$ cat src/sv/qtl_pkg.sv
// qtl_pkg: shared types and constants of the q-table learning engine
// request and response payloads, configuration register image and codes
// no dependencies
package qtl_pkg;

  localparam int unsigned CFG_IDX_W   = 3;
  localparam int unsigned CFG_DATA_W  = 17;
  localparam int unsigned IN_TDATA_W  = 72;
  localparam int unsigned OUT_TDATA_W = 56;
  localparam int unsigned OUT_TUSER_W = 2;

  localparam logic [16:0] ONE_Q16 = 17'd65536;

  // register reset values
  localparam logic [16:0] LEARN_RATE_RST    = 17'd6554;
  localparam logic [16:0] DISCOUNT_RST      = 17'd58982;
  localparam logic [16:0] EXPLORE_DECAY_RST = 17'd65208;
  localparam logic [16:0] EXPLORE_FLOOR_RST = 17'd655;
  localparam logic [16:0] EXPLORE_START_RST = 17'd65536;
  localparam logic [8:0]  STATES_RST        = 9'd256;
  localparam logic [3:0]  ACTIONS_RST       = 4'd8;

  localparam logic REQ_CHOOSE = 1'b0;
  localparam logic REQ_UPDATE = 1'b1;

  typedef enum logic [CFG_IDX_W-1:0] {
    CFG_LEARN_RATE    = 3'd0,
    CFG_DISCOUNT      = 3'd1,
    CFG_EXPLORE_DECAY = 3'd2,
    CFG_EXPLORE_FLOOR = 3'd3,
    CFG_EXPLORE_START = 3'd4,
    CFG_STATES        = 3'd5,
    CFG_ACTIONS       = 3'd6
  } cfg_idx_e;

  typedef struct packed {
    logic [16:0] learn_rate;
    logic [16:0] discount;
    logic [16:0] explore_decay;
    logic [16:0] explore_floor;
    logic [16:0] explore_start;
    logic [8:0]  states_in_use;
    logic [3:0]  actions_in_use;
    logic        start_load;
  } cfg_t;

  typedef struct packed {
    logic               req_type;
    logic [7:0]         cur_state;
    logic [2:0]         taken_action;
    logic signed [31:0] reward_value;
    logic [7:0]         following_state;
    logic               episode_done;
    logic [15:0]        random_draw;
    logic [2:0]         random_action;
  } req_t;

  typedef struct packed {
    logic [2:0]         chosen_action;
    logic               explored;
    logic signed [31:0] new_q_value;
    logic [16:0]        explore_rate_now;
    logic               saturated;
  } rsp_t;

endpackage

$ cat src/sv/qtl_cfg.sv
// qtl_cfg: configuration register file of the q-table learning engine
// rates are clamped to 1.0 on write; depends on qtl_pkg
module qtl_cfg (
  input  logic                             clk_i,
  input  logic                             rst_ni,
  input  logic                             cfg_valid_i,
  output logic                             cfg_ready_o,
  input  logic [qtl_pkg::CFG_IDX_W-1:0]    cfg_index_i,
  input  logic [qtl_pkg::CFG_DATA_W-1:0]   cfg_data_i,
  output qtl_pkg::cfg_t                    cfg_o
);
  import qtl_pkg::*;

  logic [16:0] learn_q, discount_q, decay_q, floor_q, start_q;
  logic [8:0]  states_q;
  logic [3:0]  actions_q;
  logic        load_q;
  logic [16:0] rate_sat;
  logic        wr;

  assign cfg_ready_o = 1'b1;
  assign wr          = cfg_valid_i && cfg_ready_o;
  assign rate_sat    = (cfg_data_i > ONE_Q16) ? ONE_Q16 : cfg_data_i;

  always_ff @(posedge clk_i or negedge rst_ni) begin
    if (!rst_ni) begin
      learn_q    <= LEARN_RATE_RST;
      discount_q <= DISCOUNT_RST;
      decay_q    <= EXPLORE_DECAY_RST;
      floor_q    <= EXPLORE_FLOOR_RST;
      start_q    <= EXPLORE_START_RST;
      states_q   <= STATES_RST;
      actions_q  <= ACTIONS_RST;
      load_q     <= 1'b0;
    end else begin
      load_q <= 1'b0;
      if (wr) begin
        case (cfg_idx_e'(cfg_index_i))
          CFG_LEARN_RATE:    learn_q    <= rate_sat;
          CFG_DISCOUNT:      discount_q <= rate_sat;
          CFG_EXPLORE_DECAY: decay_q    <= rate_sat;
          CFG_EXPLORE_FLOOR: floor_q    <= rate_sat;
          CFG_EXPLORE_START: begin
            start_q <= rate_sat;
            load_q  <= 1'b1;
          end
          CFG_STATES:        states_q   <= cfg_data_i[8:0];
          CFG_ACTIONS:       actions_q  <= cfg_data_i[3:0];
          default: ;
        endcase
      end
    end
  end

  assign cfg_o = '{learn_rate:     learn_q,
                   discount:       discount_q,
                   explore_decay:  decay_q,
                   explore_floor:  floor_q,
                   explore_start:  start_q,
                   states_in_use:  states_q,
                   actions_in_use: actions_q,
                   start_load:     load_q};

endmodule

$ cat config.mk
export PLATFORM = sky130hd
export DESIGN_NAME = qtl_cfg
export DESIGN_NICKNAME = d
export VERILOG_FILES = /design/src/sv/qtl_pkg.sv /design/src/sv/qtl_cfg.sv
export SDC_FILE = /design/constraint.sdc
export NUM_CORES = 1
export LEC_CHECK = 0
export BUFFER_PORTS_ARGS = -buffer_cell sky130_fd_sc_hd__buf_2
export CAP_MARGIN = 30
export CORE_ASPECT_RATIO = 0.5
export CORE_UTILIZATION = 25
export CTS_BUF_LIST = sky130_fd_sc_hd__clkbuf_8
export DETAILED_ROUTE_END_ITERATION = 6
export PLACE_DENSITY = 0.47
export SYNTH_ARGS = -nofsm -noshare
export SYNTH_HDL_FRONTEND = slang
export SYNTH_SLANG_ARGS = --single-unit
$ cat constraint.sdc
create_clock -name clk_i -period 1.28 [get_ports clk_i]
set_clock_uncertainty 0.1 [all_clocks]
set_input_delay 0.064 -clock clk_i [delete_from_list [all_inputs] [get_ports clk_i]]
set_output_delay 0.064 -clock clk_i [all_outputs]
set_load 0.02 [all_outputs]
==> out/qor.csv <==
stage;metric;value;unit
grt;grt_pass1_wl;19.3;mm
logic_synthesis;ys_ff_latch;99;
place;dp_cells;690;
logic_synthesis;ys_warn_count;0;
route;vias;3110;
floorplanning;die_area;17800;sq um
worst_setup_path;r2r_slack;0.36;ns
finish;antenna_cells;0;
timing;fin_tns_setup;0;ns
floorplanning;die_h;94.8;um
pwr;power;9.32;mW
place;place_ws;-0.377;ns
run;drv_cap;0;
route;vias_per_cell;4.37;
worst_setup_path;worst-setup-path-type;in2reg;
place;dp_hpwl;9.14;mm
grt;grt_start_max_net_pins;69;
clock_network;clk_path_buf_depth;2;
timing;hold_violations;0;
finish;utilization;35.4;%
worst_setup_path;critical_path.cell_chain;buf_2 -> nor4_1 -> buf_4 -> a41oi_4 -> buf_12 -> clkbuf_16 -> a21oi_1;
logic_synthesis;synth_edf_count;0;
grt;grt_use_total;14.7;%
worst_setup_path;cpPeakStageDelay;0.42;ns
finish;fillers;1694;
timing;finalCritPeriodShare;98.5;%
pwr;power_density;1590;nW/um^2
route;drc;0;
logic_synthesis;ys_async_sr_fraction;100;%
floorplanning;coreArea;16600;sq um
floorplanning;rows;33;
worst_setup_path;reg2reg_from;discount_q[6]$_DFFE_PN1P_;
pwr;total_leakage_power;2.70;nW
grt;grt_pass1_vias;3134;
timing;fmaxAchievable;0.793;GHz
worst_setup_path;start_kind;input pin;
grt;antenna_found_initial;0;
worst_setup_path;r2r_cells;2;
grt;grt-ovfl-total;0;
logic_synthesis;synth_top_area_share;36.6;%
logic_synthesis;yosys-top-cells-count;80 x mux2i_1, 70 x a21oi_1, 63 x dfrtp_1;
pwr;peakVddDrop;0.000488;V
clock_network;cts_tree;yes;
timing;period_needed;1.26;ns
timing;setup_viol;0;
logic_synthesis;syn_inst;322;
place;gp_congestion;0.748;
logic_synthesis;syn_nets;345;
logic_synthesis;syn_avg_cell_area;13.4;sq um
clock_network;cts_sinks;99;
clock_network;insertion_delay;0.36;ns
logic_synthesis;syn_area;4310;sq um
worst_setup_path;crit_arrival;1.46;ns
worst_setup_path;worstSetupEndpointType;flop;
route;drt_first_pass_iters;5;
worst_setup_path;cp.required;1.47;ns
finish;drive_above_1_share;53.6;%
timing;setup_ws;0.0186;ns
clock_network;cts_root_buf;clkbuf_8;
place;io_buffers;121;
worst_setup_path;critPathLaunch;cfg_data_i[5];
route;drt-initial-drc-count;214;
logic_synthesis;yosys.area.top_type;dfrtp_1;
finish;finalNetCount;503;
route;antenna_left;0;
clock_network;cts_made_buffers;9;
route;wl_per_cell;18.8;um
hold_path;holdCritStartpoint;cfg_data_i[15];
worst_setup_path;r2r_end;discount_q[6]$_DFFE_PN1P_;
route;wl;13.4;mm
outcome;run_status;finished, final reports clean;
hold_path;min_path_type;in2reg;
worst_setup_path;endpoint;learn_q[1]$_DFFE_PN1P_;
worst_setup_path;slowest_stage;nor4_1;
logic_synthesis;synth_most_common_cell;mux2i_1;
floorplanning;initial_core_util;25.9;%
finish;area_delta_synth_final;36.4;%
finish;fin_cells;712;
logic_synthesis;synthDistinctLibCells;23;
floorplanning;fp.dieW;188;um
logic_synthesis;dominantRegCellSynth;dfrtp_1;
worst_setup_path;crit_fanout;12;
floorplanning;ioPinCount;123;
timing;slew_violations;0;
clock_network;cts_max_level;3;
logic_synthesis;yosys-top-cells-area;dfrtp_1 37%, dfstp_2 22%, mux2i_1 19%;
clock_network;clkTransAtPathRegs;0.10;ns
logic_synthesis;yosysSeqAreaShare;58.6;%
-- routing by layer --
| metal | GRT usage (%) | part of all wire (%) | up-vias |
|---|---|---|---|
| met3 | 3.27 | 3.1 | 9 |
| li1 | - | - | 1492 |
| met4 | 3.52 | 0.63 | 0 |
| met2 | 25.1 | 49 | 40 |
| met1 | 19.1 | 47 | 1569 |
| met5 | 0 | 0 | - |
-- cells in the final DEF, fill, tap and decap left out --
master / count
a21o_1: 1
a21oi_1: 70
a21oi_2: 10
a41oi_4: 1
and2_4: 1
and4bb_1: 1
and4bb_2: 2
buf_12: 10
buf_2: 104
buf_4: 54
buf_6: 3
bufinv_16: 2
clkbuf_16: 2
clkbuf_8: 10
clkinv_2: 2
clkinv_4: 1
conb_1: 1
dfrtp_1: 63
dfstp_2: 36
dlygate4sd3_1: 2
inv_2: 1
inv_6: 1
mux2_2: 17
mux2i_1: 80
nand4_1: 1
nand4b_1: 3
nor2_2: 1
nor4_1: 3
nor4_2: 1
nor4b_4: 1
-- how the worst min path moves through the flow --
stage	to	slack, ns	cells past startpoint
CTS	discount_q[15]$_DFFE_PN1P_	0.02	4
global placement	learn_q[6]$_DFFE_PN0P_	0.02	2
detailed placement	discount_q[0]$_DFFE_PN0P_	0.02	2
finish	discount_q[15]$_DFFE_PN1P_	0.04	4
global route	floor_q[9]$_DFFE_PN1P_	0.04	4
floorplan	actions_q[0]$_DFFE_PN0P_	-0.33	0
-- power by group --
part | internal [mW] | switching (mW)
logic | 1.07 | 1.68
registers | 3.93 | 0.365
clock network | 1.16 | 1.12
total | 6.16 | 3.16
-- through the flow --
stage,hold slack (ns),area [sq um]
after global routing,0.0373,5870
after global placement,0.0159,5500
after floorplan,-0.332,4310
after detailed placement,0.0192,5500
after CTS,0.0199,5750
final,0.0385,5870
-- state kept, by name, indices dropped and copies added, names as in the netlist --
signal and flops:
start_q 17, load_q 1, learn_q 17, actions_q 4
decay_q 17, states_q 9, floor_q 17, discount_q 17
-- cells by family (layout without fill, tap and decap cells) --
kind of cell	Yosys count	count (layout)	share of synthesized area [%]
AND/OR/NAND/NOR	14	14	3.25
other	1	1	0.0871
buffers and inverters	29	192	4.50
multiplexers	97	97	23.0
AO/OA/AOI/OAI	82	82	10.5
flip-flops	99	99	58.6
-- critical path, delay by kind of cell --
kind                   cells  cell delay [ns]
buffers and inverters      4             0.70
AND/OR/NAND/NOR            1             0.42
AO/OA/AOI/OAI              2             0.26
-- timing repair --
item,CTS,global route
hold buffers,2,0
buffers inserted,0,1
gates resized for setup,1,22
cloned,0,3
endpoints found under the setup margin,1,37
endpoints found under the hold margin,103,0
-- layout make-up --
class | instances | area, sq um | share of cell area (%)
flip-flops and latches | 99 | 2520 | 42.9
well taps | 227 | 284 | 4.83
clock buffers | 10 | 138 | 2.34
repair buffers | 175 | 1230 | 20.9
inverters | 1 | 3.75 | 0.0639
multi-input cells | 194 | 1610 | 27.4
clock inverters | 6 | 87.6 | 1.49
Power figures use the tool's default switching activity.
